## config.mk

```make
export PLATFORM = sky130hd
export DESIGN_NAME = vcle_ctrl
export DESIGN_NICKNAME = d
export VERILOG_FILES = /design/src/vcle_pkg.sv /design/src/vcle_ctrl.sv
export SDC_FILE = /design/constraint.sdc
export NUM_CORES = 1
export LEC_CHECK = 0
export BUFFER_PORTS_ARGS = -buffer_cell sky130_fd_sc_hd__buf_4
export CORE_MARGIN = 5
export CORE_UTILIZATION = 25
export DETAILED_ROUTE_END_ITERATION = 7
export SLEW_MARGIN = 20
export SYNTH_ARGS = -nofsm -noshare
export SYNTH_HDL_FRONTEND = slang
export SYNTH_SLANG_ARGS = --single-unit
```

## constraint.sdc

```tcl
create_clock -name clock -period 1.49 [get_ports clock]
set_input_delay 0.298 -clock clock [delete_from_list [all_inputs] [get_ports clock]]
set_output_delay 0.298 -clock clock [all_outputs]
set_load 0.05 [all_outputs]
```

## src/vcle_pkg.sv

```systemverilog
package vcle_pkg;

   // field and register widths
   localparam int PIX_W      = 8;
   localparam int WREG_W     = 11;
   localparam int HREG_W     = 13;
   localparam int ROW_W      = 12;
   localparam int OCOL_W     = 10;
   localparam int RSP_DATA_W = 32;
   localparam int CSR_IDX_W  = 1;
   localparam int CSR_DATA_W = 13;

   // line buffer slots
   localparam int NUM_SLOTS = 6;
   localparam int SLOT_W    = 3;

   // arithmetic widths
   localparam int SUM_W      = 10;  // sum of three pixels, also |above - below|
   localparam int D2_W       = 20;
   localparam int D3_W       = 30;
   localparam int D6_W       = 60;
   localparam int POW_W      = 12;  // floor(d^1.2) <= 2890
   localparam int POW_BIT_W  = 4;
   localparam int SQ_W       = 24;
   localparam int P4_W       = 48;
   localparam int P5_W       = 60;
   localparam int PROD_W     = 20;  // a * centre
   localparam int ROOT_W     = 8;
   localparam int ROOT_BIT_W = 3;

   // register indexes
   localparam logic [CSR_IDX_W-1:0] CSR_IMAGE_WIDTH  = 1'b0;
   localparam logic [CSR_IDX_W-1:0] CSR_IMAGE_HEIGHT = 1'b1;

   localparam logic [WREG_W-1:0] WIDTH_RESET  = 11'd640;
   localparam logic [HREG_W-1:0] HEIGHT_RESET = 13'd480;
   localparam logic [HREG_W-1:0] HEIGHT_MIN   = 13'd8;
   localparam logic [HREG_W-1:0] HEIGHT_MAX   = 13'd4096;

   localparam logic [ROW_W-1:0] FIRST_OUT_ROW = 12'd7;
   localparam logic [ROW_W-1:0] ROW_LAG       = 12'd3;

   localparam logic [ROOT_W-1:0] ROOT_CLAMP   = 8'd255;
   localparam logic [ROOT_W-1:0] ROOT_FLOOR   = 8'd80;
   localparam logic [ROOT_W-1:0] ROOT_LOW_OUT = 8'd1;

   localparam logic [POW_BIT_W-1:0]  POW_TOP_BIT  = 4'd11;
   localparam logic [ROOT_BIT_W-1:0] ROOT_TOP_BIT = 3'd7;

   typedef enum logic [3:0] {
      ST_IDLE,
      ST_LOAD,
      ST_D2,
      ST_D3,
      ST_D6,
      ST_SQ,
      ST_P4,
      ST_P5,
      ST_CMP,
      ST_MULB,
      ST_ROOT,
      ST_DONE
   } state_type;

   typedef struct packed {
      logic accept;
      logic load;
      logic sq_d;
      logic cube_d;
      logic six_d;
      logic pow_sq;
      logic pow_p4;
      logic pow_p5;
      logic pow_cmp;
      logic mul_b;
      logic root_step;
      logic load_out;
   } cmd_type;

   typedef struct packed {
      logic emit;
      logic pow_last;
      logic root_last;
      logic out_busy;
   } sts_type;

   // (slot + k) mod 6, both operands below 6
   function automatic logic [SLOT_W-1:0] slot_add(input logic [SLOT_W-1:0] slot,
                                                  input logic [SLOT_W-1:0] k);
      logic [SLOT_W:0] sum;
      sum = {1'b0, slot} + {1'b0, k};
      if (sum >= (SLOT_W+1)'(NUM_SLOTS)) begin
         sum = sum - (SLOT_W+1)'(NUM_SLOTS);
      end
      return sum[SLOT_W-1:0];
   endfunction

endpackage

```

## src/vcle_ctrl.sv

```systemverilog
module vcle_ctrl (
   input  logic              clock,
   input  logic              reset,
   input  logic              req_tvalid,
   output logic              req_tready,
   input  vcle_pkg::sts_type sts,
   output vcle_pkg::cmd_type cmd
);

   vcle_pkg::state_type state_ff;
   vcle_pkg::state_type state_in;

   always_ff @(posedge clock) begin
      if (reset) begin
         state_ff <= vcle_pkg::ST_IDLE;
      end else begin
         state_ff <= state_in;
      end
   end

   always_comb begin
      state_in   = state_ff;
      cmd        = '0;
      req_tready = 1'b0;
      case (state_ff)
         vcle_pkg::ST_IDLE: begin
            req_tready = 1'b1;
            if (req_tvalid) begin
               cmd.accept = 1'b1;
               state_in   = vcle_pkg::ST_LOAD;
            end
         end
         vcle_pkg::ST_LOAD: begin
            cmd.load = 1'b1;
            state_in = sts.emit ? vcle_pkg::ST_D2 : vcle_pkg::ST_IDLE;
         end
         vcle_pkg::ST_D2: begin
            cmd.sq_d = 1'b1;
            state_in = vcle_pkg::ST_D3;
         end
         vcle_pkg::ST_D3: begin
            cmd.cube_d = 1'b1;
            state_in   = vcle_pkg::ST_D6;
         end
         vcle_pkg::ST_D6: begin
            cmd.six_d = 1'b1;
            state_in  = vcle_pkg::ST_SQ;
         end
         vcle_pkg::ST_SQ: begin
            cmd.pow_sq = 1'b1;
            state_in   = vcle_pkg::ST_P4;
         end
         vcle_pkg::ST_P4: begin
            cmd.pow_p4 = 1'b1;
            state_in   = vcle_pkg::ST_P5;
         end
         vcle_pkg::ST_P5: begin
            cmd.pow_p5 = 1'b1;
            state_in   = vcle_pkg::ST_CMP;
         end
         vcle_pkg::ST_CMP: begin
            cmd.pow_cmp = 1'b1;
            state_in    = sts.pow_last ? vcle_pkg::ST_MULB : vcle_pkg::ST_SQ;
         end
         vcle_pkg::ST_MULB: begin
            cmd.mul_b = 1'b1;
            state_in  = vcle_pkg::ST_ROOT;
         end
         vcle_pkg::ST_ROOT: begin
            cmd.root_step = 1'b1;
            state_in      = sts.root_last ? vcle_pkg::ST_DONE : vcle_pkg::ST_ROOT;
         end
         vcle_pkg::ST_DONE: begin
            if (!sts.out_busy) begin
               cmd.load_out = 1'b1;
               state_in     = vcle_pkg::ST_IDLE;
            end
         end
         default: begin
            state_in = vcle_pkg::ST_IDLE;
         end
      endcase
   end

endmodule

```

Word-level counts from Yosys, hierarchy flattened
Index checks and enable logic that the tools add are counted.
{ "totals": {"ff_bits": 4, "elab_cells": 37} }
{ "op_classes": {"n_eq_ne": 13, "muxes": 21, "reduce_logical": 2} }
{ "op_table": {"columns": ["cell", "count"], "rows": [
  ["4-bit one-hot mux with 12 select lines", 1],
  ["4-bit by 3-bit == test with 1-bit output (second input constant)", 4],
  ["4-bit == test (second input constant)", 4],
  ["1-bit 2-to-1 mux", 16],
  ["4-bit 2-to-1 mux", 3],
  ["4-bit by 2-bit == test with 1-bit output (second input constant)", 2],
  ["4-bit by 1-bit == test with 1-bit output (second input constant)", 1],
  ["4-bit zero test", 1],
  ["2-bit != test (second input constant)", 2],
  ["2-bit 2-to-1 mux", 1],
  ["2-bit AND reduction", 1]
]} }

Logic depth before layout (Yosys ltp)
Gate-level depths: netlist of run 1.
{ "depth": {"word_depth": 3, "depth_mapped": 4} }

Least setup slack after synthesis of run 1
OpenSTA, ideal clock, no wires.
{ "synth_path": {"path_kind": "reg2out", "start": "register state_ff[3]", "end": "output port cmd[11] in the netlist's numbering", "arrival_time_ps": 2020, "path_slack_ps": -828, "path_stages_with_launch": 4, "path_buffers": 1, "cell_sequence": "dfxtp_1 > buf_4 > nor4_2 > and2_1"} }
{ "synth_rtl": {"columns": ["element", "line", "source"], "rows": [
  ["from (decl)", "vcle_ctrl.sv:10", "vcle_pkg::state_type state_ff;"],
  ["from (signal assigned)", "vcle_ctrl.sv:15", "state_ff <= vcle_pkg::ST_IDLE;"],
  ["from (signal assigned)", "vcle_ctrl.sv:17", "state_ff <= state_in;"],
  ["to (decl)", "vcle_ctrl.sv:7", "output vcle_pkg::cmd_type cmd"]
]} }

==> impl_metrics.env, run 1 <==
export IMPL_fmax_mhz=637
export IMPL_dieWidth_um=48.5
export IMPL_synth_area_um2=370
export IMPL_skew_ps=4.42
export IMPL_clk_pin_slew_ps=40
export IMPL_postRouteAntennaNets=0
export IMPL_fin_util_pct=59.3
export IMPL_area_delta_synth_final_pct=116
export IMPL_ios=20
export IMPL_top_regs="state_ff x4"
export IMPL_r2r_end="state_ff[3]$_SDFFE_PP0P_"
export IMPL_htree_levels=1
export IMPL_routed_via_density=5.15
export IMPL_finalSetupViolations=1
export IMPL_p_int_mw=0.364
export IMPL_outcome="finished, violations left"
export IMPL_yosys_register_bits=4
export IMPL_fin_crit_sh_pct=105
export IMPL_clk_latency_ps=240
export IMPL_violations="setup timing"
export IMPL_ys_top_cells_by_count="nor3_1 (8), dfxtp_1 (4), nand2_1 (4), nor2_1 (4)"
export IMPL_crit_fanout=7
export IMPL_synthFlopType="dfxtp_1"
export IMPL_switching_share_pct=43.4
export IMPL_regArea_um2=92.6
export IMPL_ys_seq_area_share_pct=21.6
export IMPL_synthesis_nets=55
export IMPL_tightest_slew_ps=251
export IMPL_globalplace_congestion=0.801
export IMPL_hp_class="in -> reg"
export IMPL_diodes=0
export IMPL_fp_dieArea_um2=2350
export IMPL_start_util_pct=27.4
export IMPL_share_comb_of_total_power_pct=56.3
export IMPL_cts_sinks=4
export IMPL_cts_buffers=3
export IMPL_synth_adder_area_share_pct=0
export IMPL_p_per_area_nw_per_um2=804
export IMPL_synth_async_sr_flop_share_pct=0
export IMPL_setup_slack_ps=-80.0
export IMPL_rows=13
export IMPL_drt_iter0_drc=1
export IMPL_muxShareOfSynthArea_pct=0
export IMPL_r2r_slack_ps=140
export IMPL_hold_depth=2
export IMPL_cts_root_buf="clkbuf_4"
export IMPL_dp_hpwl_um=973
export IMPL_leakagePower_nw=0.326
export IMPL_grt_ovfl_total=0
export IMPL_endpoint_kind="output port"
export IMPL_grt_max_degree=8
export IMPL_ys_types=23
export IMPL_top_register="state_ff"
export IMPL_gr_usage_all_layers_pct=11.6
export IMPL_die_y_um=48.5
export IMPL_synth_area_top_cells="dfxtp_1 (22%), nor3_1 (11%), nor4b_2 (8.1%)"
export IMPL_synth_top_area_share_pct=21.6
export IMPL_ys_warn_count=0
export IMPL_vias=479
export IMPL_whs_endpoint="state_ff[1]$_SDFFE_PP0P_"
export IMPL_wl_um=1320
export IMPL_r2r_start="state_ff[1]$_SDFFE_PP0P_"
export IMPL_largest_reg_flops=4
export IMPL_min_delay_start="reset"
export IMPL_drive_above_1_share_pct=74.4
export IMPL_multiInputGateArea_um2=382
export IMPL_synth_xor_area_share_pct=0
export IMPL_synthCells=48
export IMPL_clockBufferDepth=2
export IMPL_clock_power_share_pct=21.5
export IMPL_worstSetupPathType="reg -> out"
export IMPL_p_seq_share_pct=22.3
export IMPL_grt_pass1_wl_um=2210
export IMPL_fin_crit_ps=1570
export IMPL_firstDrtPassIters=2
export IMPL_worstRegToRegCells=5
export IMPL_holdWs_ps=292
export IMPL_crit_arrival_ps=1270
export IMPL_synth_compound_area_share_pct=19.6
export IMPL_max_slew_margin_pct=83.2
export IMPL_antenna_found_initial=0
export IMPL_cts_tree="built"
export IMPL_nFillCells=133
export IMPL_hold_viol=0
export IMPL_rsz0062_at_grt="yes"
export IMPL_grt_pass1_vias=470
export IMPL_crit_required_ps=1190
export IMPL_synth_top_family_by_area="simple AND/OR/NAND/NOR gates"
export IMPL_drc_errors=0
export IMPL_core_area_um2=1350
export IMPL_cp_start_kind="flip-flop"
export IMPL_synth_edf_count=0
export IMPL_nNetsFinal=87
export IMPL_wl_per_cell_um=14.2
export IMPL_synthSimpleGateAreaFrac_pct=47.6
export IMPL_yosys_area_top_type="dfxtp_1"
export IMPL_syn_area_per_cell_um2=7.72
export IMPL_drv_cap=0
export IMPL_synth_most_common_cell="nor3_1"
export IMPL_power_switching_mw=0.280
export IMPL_ir_worst_vdd_v=0.000516
export IMPL_portBuffers=19
export IMPL_drv_slew=0
power groups by stage:
stage / Clock (mW) / Combinational, mW / Sequential, mW
floorplan: 0 / 0.225 / 0.131
global placement: 0 / 0.308 / 0.139
detailed placement: 0 / 0.311 / 0.139
CTS: 0.145 / 0.351 / 0.141
global route: 0.150 / 0.383 / 0.145
finish: 0.138 / 0.362 / 0.143
layer usage:
layer	vias up	wire, µm	global-route usage (%)
met4	0	7	6.73
li1	241	-	-
met1	224	549	13.6
met2	12	689	19.3
met3	2	74	2.14
met5	-	0	0
timing repair:
item | 4_1_cts | 5_1_grt
hold buffers | 0 | 0
gates resized for setup | 24 | 6
buffers inserted | 2 | 0
endpoints found under the setup margin | 13 | 12
pin swaps | 3 | 0
cloned | 0 | 0
layout by cell type (no fill, tap or decap):
cell type	instances
nor3_2	2
clkbuf_4	3
nor2b_1	1
nor2_2	1
a21oi_1	3
a21o_1	1
nand2_1	2
o21ai_1	1
buf_4	20
buf_6	9
nor4_1	1
or3_1	3
dfxtp_2	1
nor2_4	3
buf_8	2
o21ai_0	1
dfxtp_4	3
nor3_1	1
nand2b_1	1
nand3b_1	1
a2111oi_2	1
nand2_4	2
nand2b_4	2
a211o_1	1
o31ai_1	1
and2_4	1
inv_1	1
nor3_4	5
o32ai_1	1
nor4_4	1
nor4b_2	2
cell families (layout without fill, tap and decap cells):
| group | Yosys count | count (layout) |
|---|---|---|
| AOI/OAI and AO/OA | 10 | 10 |
| DFF | 4 | 4 |
| buffers and inverters | 5 | 35 |
| and+or+nand+nor | 29 | 29 |
cell type report:
cell class                 count  area share [%]
multi-input combinational     39            47.7
timing repair buffer          31            35.2
sequential                     4            11.6
clock buffer                   3            2.81
tap                           15            2.34
inverter                       1           0.469
stage by stage:
| step | setup WS, ps | instance area (µm²) | std cells | setup TNS (ps) | total power, mW |
|---|---|---|---|---|---|
| floorplan | -351 | 465 | 48 | -967 | 0.356 |
| global placement | -81.6 | 664 | 88 | -152 | 0.447 |
| detailed placement | -75.3 | 664 | 88 | -145 | 0.450 |
| CTS | -47.2 | 774 | 93 | -53.0 | 0.637 |
| global route | -124 | 801 | 93 | -248 | 0.678 |
| finish | -80.0 | 801 | 93 | -80.0 | 0.644 |
worst max-delay path: stages (launching register included):
cell	delay, ps
dfxtp_4	370
buf_4	160
nor4_4	170
and2_4	200
buf_8	140
worst max-delay path by stage:
| stage | endpoint | startpoint |
|---|---|---|
| after floorplan | cmd[11] | state_ff[0]$_SDFFE_PP0P_ |
| after global placement | cmd[9] | state_ff[1]$_SDFFE_PP0P_ |
| after detailed placement | cmd[9] | state_ff[1]$_SDFFE_PP0P_ |
| after CTS | cmd[11] | state_ff[1]$_SDFFE_PP0P_ |
| after global routing | cmd[11] | state_ff[1]$_SDFFE_PP0P_ |
| final | cmd[11] | state_ff[3]$_SDFFE_PP0P_ |
No activity file was read; power rests on OpenSTA's default activity.
==> run 2, diff against run 1 <==
--- a/config.mk
+++ b/config.mk
@@ -5,8 +5,8 @@
 export SDC_FILE = /design/constraint.sdc
 export NUM_CORES = 1
 export LEC_CHECK = 0
+export ABC_AREA = 1
 export BUFFER_PORTS_ARGS = -buffer_cell sky130_fd_sc_hd__buf_4
-export CORE_MARGIN = 5
 export CORE_UTILIZATION = 25
 export DETAILED_ROUTE_END_ITERATION = 7
 export SLEW_MARGIN = 20
==> run 2 against run 1 <==
Global-route usage grew 1.3 points. Critical path type unchanged. Non-clock buffer count down 12. Combinational power is 52% lower. The run now ends clean. Register-to-register slack improved by 310 ps. Critical endpoint unchanged. Largest cell class unchanged.
==> impl_metrics.env, run 2 <==
export IMPL_die_y_um=39.6
export IMPL_tightest_slew_ps=172
export IMPL_cts_root_buf="clkbuf_4"
export IMPL_clk_pin_slew_ps=40
export IMPL_grt_pass1_wl_um=1340
export IMPL_p_per_area_nw_per_um2=724
export IMPL_power_switching_mw=0.163
export IMPL_dp_worst_setup_slack_ps=152
export IMPL_regArea_um2=90.1
export IMPL_layout_commonest_cell="buf_4"
export IMPL_cts_hold_buffers=0
export IMPL_path_buf_inv=2
export IMPL_postRouteAntennaNets=0
export IMPL_wl_per_cell_um=8.27
export IMPL_synth_top_area_share_pct=22.6
export IMPL_slowest_delay_ps=340
export IMPL_routed_via_density=4.11
export IMPL_synth_edf_count=0
export IMPL_cts_sinks=4
export IMPL_yosys_register_bits=4
export IMPL_dieWidth_um=39.6
export IMPL_crit_arrival_ps=1140
export IMPL_layout_common_cells="buf_4 (14), nor2_1 (13), nand2_1 (13), inv_1 (12), buf_6 (5)"
export IMPL_ys_seq_area_share_pct=22.6
export IMPL_top_register="state_ff"
export IMPL_wl_um=852
export IMPL_synth_most_common_cell="nor2_1"
export IMPL_area_delta_synth_final_pct=66.4
export IMPL_cts_tree="built"
export IMPL_drive_above_1_share_pct=46.6
export IMPL_synth_adder_area_share_pct=0
export IMPL_grt_pass1_vias=344
export IMPL_portBuffers=19
export IMPL_grt_ovfl_total=0
export IMPL_endpoint_kind="output port"
export IMPL_synthCells=66
export IMPL_hp_class="in -> reg"
export IMPL_fp_dieArea_um2=1570
export IMPL_cts_buffers=3
export IMPL_synthSimpleGateAreaFrac_pct=50.9
export IMPL_ys_warn_count=0
export IMPL_diodes=0
export IMPL_hold_depth=2
export IMPL_ir_worst_vdd_v=0.000395
export IMPL_rsz0062_at_grt="yes"
export IMPL_synth_async_sr_flop_share_pct=0
export IMPL_firstDrtPassIters=4
export IMPL_synth_compound_area_share_pct=9.54
export IMPL_clk_latency_ps=230
export IMPL_vias=423
export IMPL_rows=13
export IMPL_drc_errors=0
export IMPL_gr_usage_all_layers_pct=12.9
export IMPL_switching_share_pct=38.3
export IMPL_core_area_um2=1300
export IMPL_clock_power_share_pct=29.7
export IMPL_globalplace_congestion=0.822
export IMPL_fin_util_pct=45.3
export IMPL_drv_cap=0
export IMPL_worstSetupPathType="reg -> out"
export IMPL_grt_max_degree=7
export IMPL_synthFlopType="dfxtp_1"
export IMPL_start_util_pct=27.2
export IMPL_cp_depth=4
export IMPL_ys_types=14
export IMPL_clockBufferDepth=2
export IMPL_p_int_mw=0.263
export IMPL_largest_reg_flops=4
export IMPL_synth_top_family_by_area="simple AND/OR/NAND/NOR gates"
export IMPL_max_slew_margin_pct=88.5
export IMPL_hold_viol=0
export IMPL_share_comb_of_total_power_pct=40.9
export IMPL_cp_top_family="flip-flops"
export IMPL_synth_area_um2=354
export IMPL_antenna_found_initial=0
export IMPL_ios=20
export IMPL_fin_crit_ps=1440
export IMPL_p_seq_share_pct=29.4
export IMPL_drt_iter0_drc=2
export IMPL_setup_slack_ps=47.5
export IMPL_synth_area_top_cells="dfxtp_1 (23%), nor2_1 (16%), inv_1 (15%)"
export IMPL_htree_levels=1
export IMPL_nFillCells=154
export IMPL_outcome="finished clean"
export IMPL_yosys_area_top_type="dfxtp_1"
export IMPL_crit_required_ps=1190
export IMPL_cp_start_kind="flip-flop"
export IMPL_skew_ps=1.41
export IMPL_synthesis_nets=73
export IMPL_fin_crit_sh_pct=96.8
export IMPL_worstRegToRegCells=7
export IMPL_drv_slew=0
export IMPL_leakagePower_nw=0.336
export IMPL_ys_top_cells_by_count="nor2_1 (15), inv_1 (14), nand2_1 (14)"
export IMPL_crit_fanout=5
export IMPL_synth_xor_area_share_pct=0
export IMPL_dp_hpwl_um=718
export IMPL_nNetsFinal=97
export IMPL_syn_area_per_cell_um2=5.36
export IMPL_top_regs="state_ff x4"
export IMPL_finalSetupViolations=0
export IMPL_multiInputGateArea_um2=236
export IMPL_slowest_stage="dfxtp_2"
export IMPL_path_cells="nor2_4 > inv_2 > nor3_2 > buf_6"
export IMPL_fmax_mhz=693
export IMPL_muxShareOfSynthArea_pct=0
==> run 2: cell types whose count changed after synthesis, sizes merged, moves of 4 or more <==
cell,delta
inv,+15
nor3,-6
nand2,+13
nand3,+4
nor2,+13
buf,-4
==> run 2: logic make-up (layout without fill, tap and decap cells) <==
kind of cell	after synthesis	count (layout)
AO/OA/AOI/OAI	6	6
buffers and inverters	16	38
flip-flops	4	4
AND/OR/NAND/NOR	40	40
==> run 2: power by group through the flow <==
stage	Clock [mW]	Sequential [mW]	Combinational (mW)
after floorplan	0	0.124	0.120
after global placement	0	0.126	0.168
after detailed placement	0	0.126	0.168
after CTS	0.131	0.126	0.169
after global routing	0.147	0.127	0.193
final	0.127	0.125	0.174
==> run 2: worst paths after layout <==
path	startpoint	end	slack [ps]
setup / recovery	state_ff[2]$_SDFFE_PP0P_	cmd[11]	50
hold / removal	reset	state_ff[3]$_SDFFE_PP0P_	240
setup reg to reg	state_ff[2]$_SDFFE_PP0P_	state_ff[0]$_SDFFE_PP0P_	450
hold reg to reg	state_ff[2]$_SDFFE_PP0P_	state_ff[3]$_SDFFE_PP0P_	630
==> run 2: cell type report <==
| type | count | area share [%] |
|---|---|---|
| well taps | 15 | 3.18 |
| clock buffers | 3 | 3.82 |
| repair buffers | 19 | 27.4 |
| flip-flops and latches | 4 | 15.3 |
| multi-input cells | 46 | 40.1 |
| inverters | 16 | 10.2 |
==> run 2: per-layer routing <==
layer / share of wire [%] / GRT usage, %
met4: 0 / 7.76
met2: 52 / 19.7
met5: 0 / 0
met3: 3.4 / 3.41
met1: 45 / 15.8
==> run 2: repair_timing <==
action                     in CTS  in global routing
setup endpoints to repair       6                  7
setup buffers                   0                  0
pin swaps                       0                  3
resized for setup               4                 13
==> run 2: per-stage QoR <==
| stage | TNS, ps | std cells | cell area (µm²) | hold slack, ps | total power [mW] |
|---|---|---|---|---|---|
| floorplan | -294 | 66 | 364 | 367 | 0.244 |
| global placement | 0 | 100 | 526 | 487 | 0.294 |
| detailed placement | 0 | 100 | 526 | 491 | 0.295 |
| CTS | -2.99 | 103 | 556 | 251 | 0.427 |
| global route | -42.4 | 103 | 589 | 230 | 0.467 |
| finish | 0 | 103 | 589 | 244 | 0.426 |
==> run 3, diff against run 2 <==
--- a/config.mk
+++ b/config.mk
@@ -7,8 +7,9 @@
 export LEC_CHECK = 0
 export ABC_AREA = 1
 export BUFFER_PORTS_ARGS = -buffer_cell sky130_fd_sc_hd__buf_4
-export CORE_UTILIZATION = 25
+export CORE_AREA = 2 2 39 41
 export DETAILED_ROUTE_END_ITERATION = 7
+export DIE_AREA = 0 0 41 43
 export SLEW_MARGIN = 20
 export SYNTH_ARGS = -nofsm -noshare
 export SYNTH_HDL_FRONTEND = slang
==> run 3 against run 2 <==
Die area is 12% higher. Hold slack lost 3.8 ps. Core utilization is 3.1 points lower. Register-to-register slack lost 30 ps. Sequential power about the same. Non-clock buffer count stayed put. Critical endpoint unchanged. Critical path depth unchanged.
==> impl_metrics.env, run 3 (synthesized netlist as in run 2, its figures left out) <==
export IMPL_outcome="finished clean"
export IMPL_crit_arrival_ps=1130
export IMPL_portBuffers=19
export IMPL_wl_per_cell_um=8.84
export IMPL_dp_worst_setup_slack_ps=114
export IMPL_ir_worst_vdd_v=0.000384
export IMPL_clk_latency_ps=230
export IMPL_top_regs="state_ff x4"
export IMPL_diodes=0
export IMPL_fp_dieArea_um2=1760
export IMPL_post_cts_buffers=0
export IMPL_fin_util_pct=42.2
export IMPL_antenna_found_initial=0
export IMPL_dieWidth_um=41
export IMPL_hold_viol=0
export IMPL_grt_pass1_vias=378
export IMPL_worstSetupPathType="reg -> out"
export IMPL_start_util_pct=25.6
export IMPL_skew_ps=1.19
export IMPL_tightest_slew_ps=182
export IMPL_firstDrtPassIters=4
export IMPL_p_per_area_nw_per_um2=734
export IMPL_worstRegToRegCells=7
export IMPL_cts_root_buf="clkbuf_4"
export IMPL_setup_slack_ps=64.1
export IMPL_finalSetupViolations=0
export IMPL_crit_fanout=5
export IMPL_dp_hpwl_um=755
export IMPL_fin_crit_ps=1430
export IMPL_fin_setup_tns_ps=0
export IMPL_leakagePower_nw=0.339
export IMPL_nNetsFinal=97
export IMPL_largest_reg_flops=4
export IMPL_layout_common_cells="buf_4 (15), nor2_1 (14), nand2_1 (13), inv_1 (12)"
export IMPL_die_y_um=43
export IMPL_grt_ovfl_total=0
export IMPL_holdWs_ps=240
export IMPL_area_delta_synth_final_pct=65.0
export IMPL_htree_levels=1
export IMPL_crit_required_ps=1190
export IMPL_clockBufferDepth=2
export IMPL_dp_cells=101
export IMPL_layout_commonest_cell="buf_4"
export IMPL_globalplace_congestion=0.738
export IMPL_cts_hold_buffers=0
export IMPL_cts_tree="built"
export IMPL_grt_pass1_wl_um=1380
export IMPL_r2r_slack_ps=420
export IMPL_rsz0062_at_grt="yes"
export IMPL_postRouteAntennaNets=0
export IMPL_grt_max_degree=7
export IMPL_rows=14
export IMPL_hp_class="in -> reg"
export IMPL_vias=450
export IMPL_routed_via_density=4.33
export IMPL_ios=20
export IMPL_cts_buffers=3
export IMPL_top_register="state_ff"
export IMPL_fin_crit_sh_pct=95.7
export IMPL_cts_sinks=4
export IMPL_drive_above_1_share_pct=45.5
export IMPL_cp_start_kind="flip-flop"
export IMPL_fmax_mhz=701
export IMPL_wl_um=919
export IMPL_clk_pin_slew_ps=40
export IMPL_drt_iter0_drc=11
export IMPL_max_slew_margin_pct=87.8
export IMPL_endpoint_kind="output port"
export IMPL_finalNonFillerCells=104
export IMPL_gr_usage_all_layers_pct=11.5
export IMPL_hold_depth=2
export IMPL_drc_errors=0
export IMPL_core_area_um2=1380
export IMPL_drv_cap=0
export IMPL_drv_slew=0
==> run 3: worst paths after layout <==
check                           startpoint                       end
setup / recovery  state_ff[3]$_SDFFE_PP0P_                   cmd[11]
setup reg to reg  state_ff[2]$_SDFFE_PP0P_  state_ff[3]$_SDFFE_PP0P_
hold / removal                       reset  state_ff[3]$_SDFFE_PP0P_
hold reg to reg   state_ff[2]$_SDFFE_PP0P_  state_ff[3]$_SDFFE_PP0P_
==> run 3: per-stage QoR <==
stage                     cell area, µm²  total power [mW]
final                                584             0.429
after global routing                 584             0.455
after CTS                            563             0.435
after detailed placement             527             0.294
after global placement               527             0.294
after floorplan                      364             0.244
==> run 3: cell type report <==
class | count | area, µm²
fill | 157 | 800
tap | 16 | 20.0
clock buffer | 3 | 22.5
multi-input combinational | 46 | 239
sequential | 4 | 85.1
inverter | 16 | 60.1
timing repair buffer | 19 | 158
==> run 3: repair_timing <==
action,CTS,global route
pin swaps,0,1
setup endpoints to repair,6,9
resized for setup,6,8
==> run 3: power breakdown <==
group          internal (mW)  total, mW  switching, mW
combinational         0.0585      0.173          0.115
sequential             0.116      0.126         0.0105
clock                 0.0898      0.129         0.0396
total                  0.264      0.429          0.165
==> run 3: critical path: stages (launching register included) <==
cell     delay, ps
dfxtp_2        340
nor2_4         150
inv_1           90
nor3_2         130
buf_6          180
==> run 3: layer usage <==
metal	vias to the layer above	global-route usage [%]	wire, µm
met5	-	0	0
met4	0	8.00	0
met3	0	1.57	104
met2	22	18.8	440
met1	186	12.8	373
li1	242	-	-
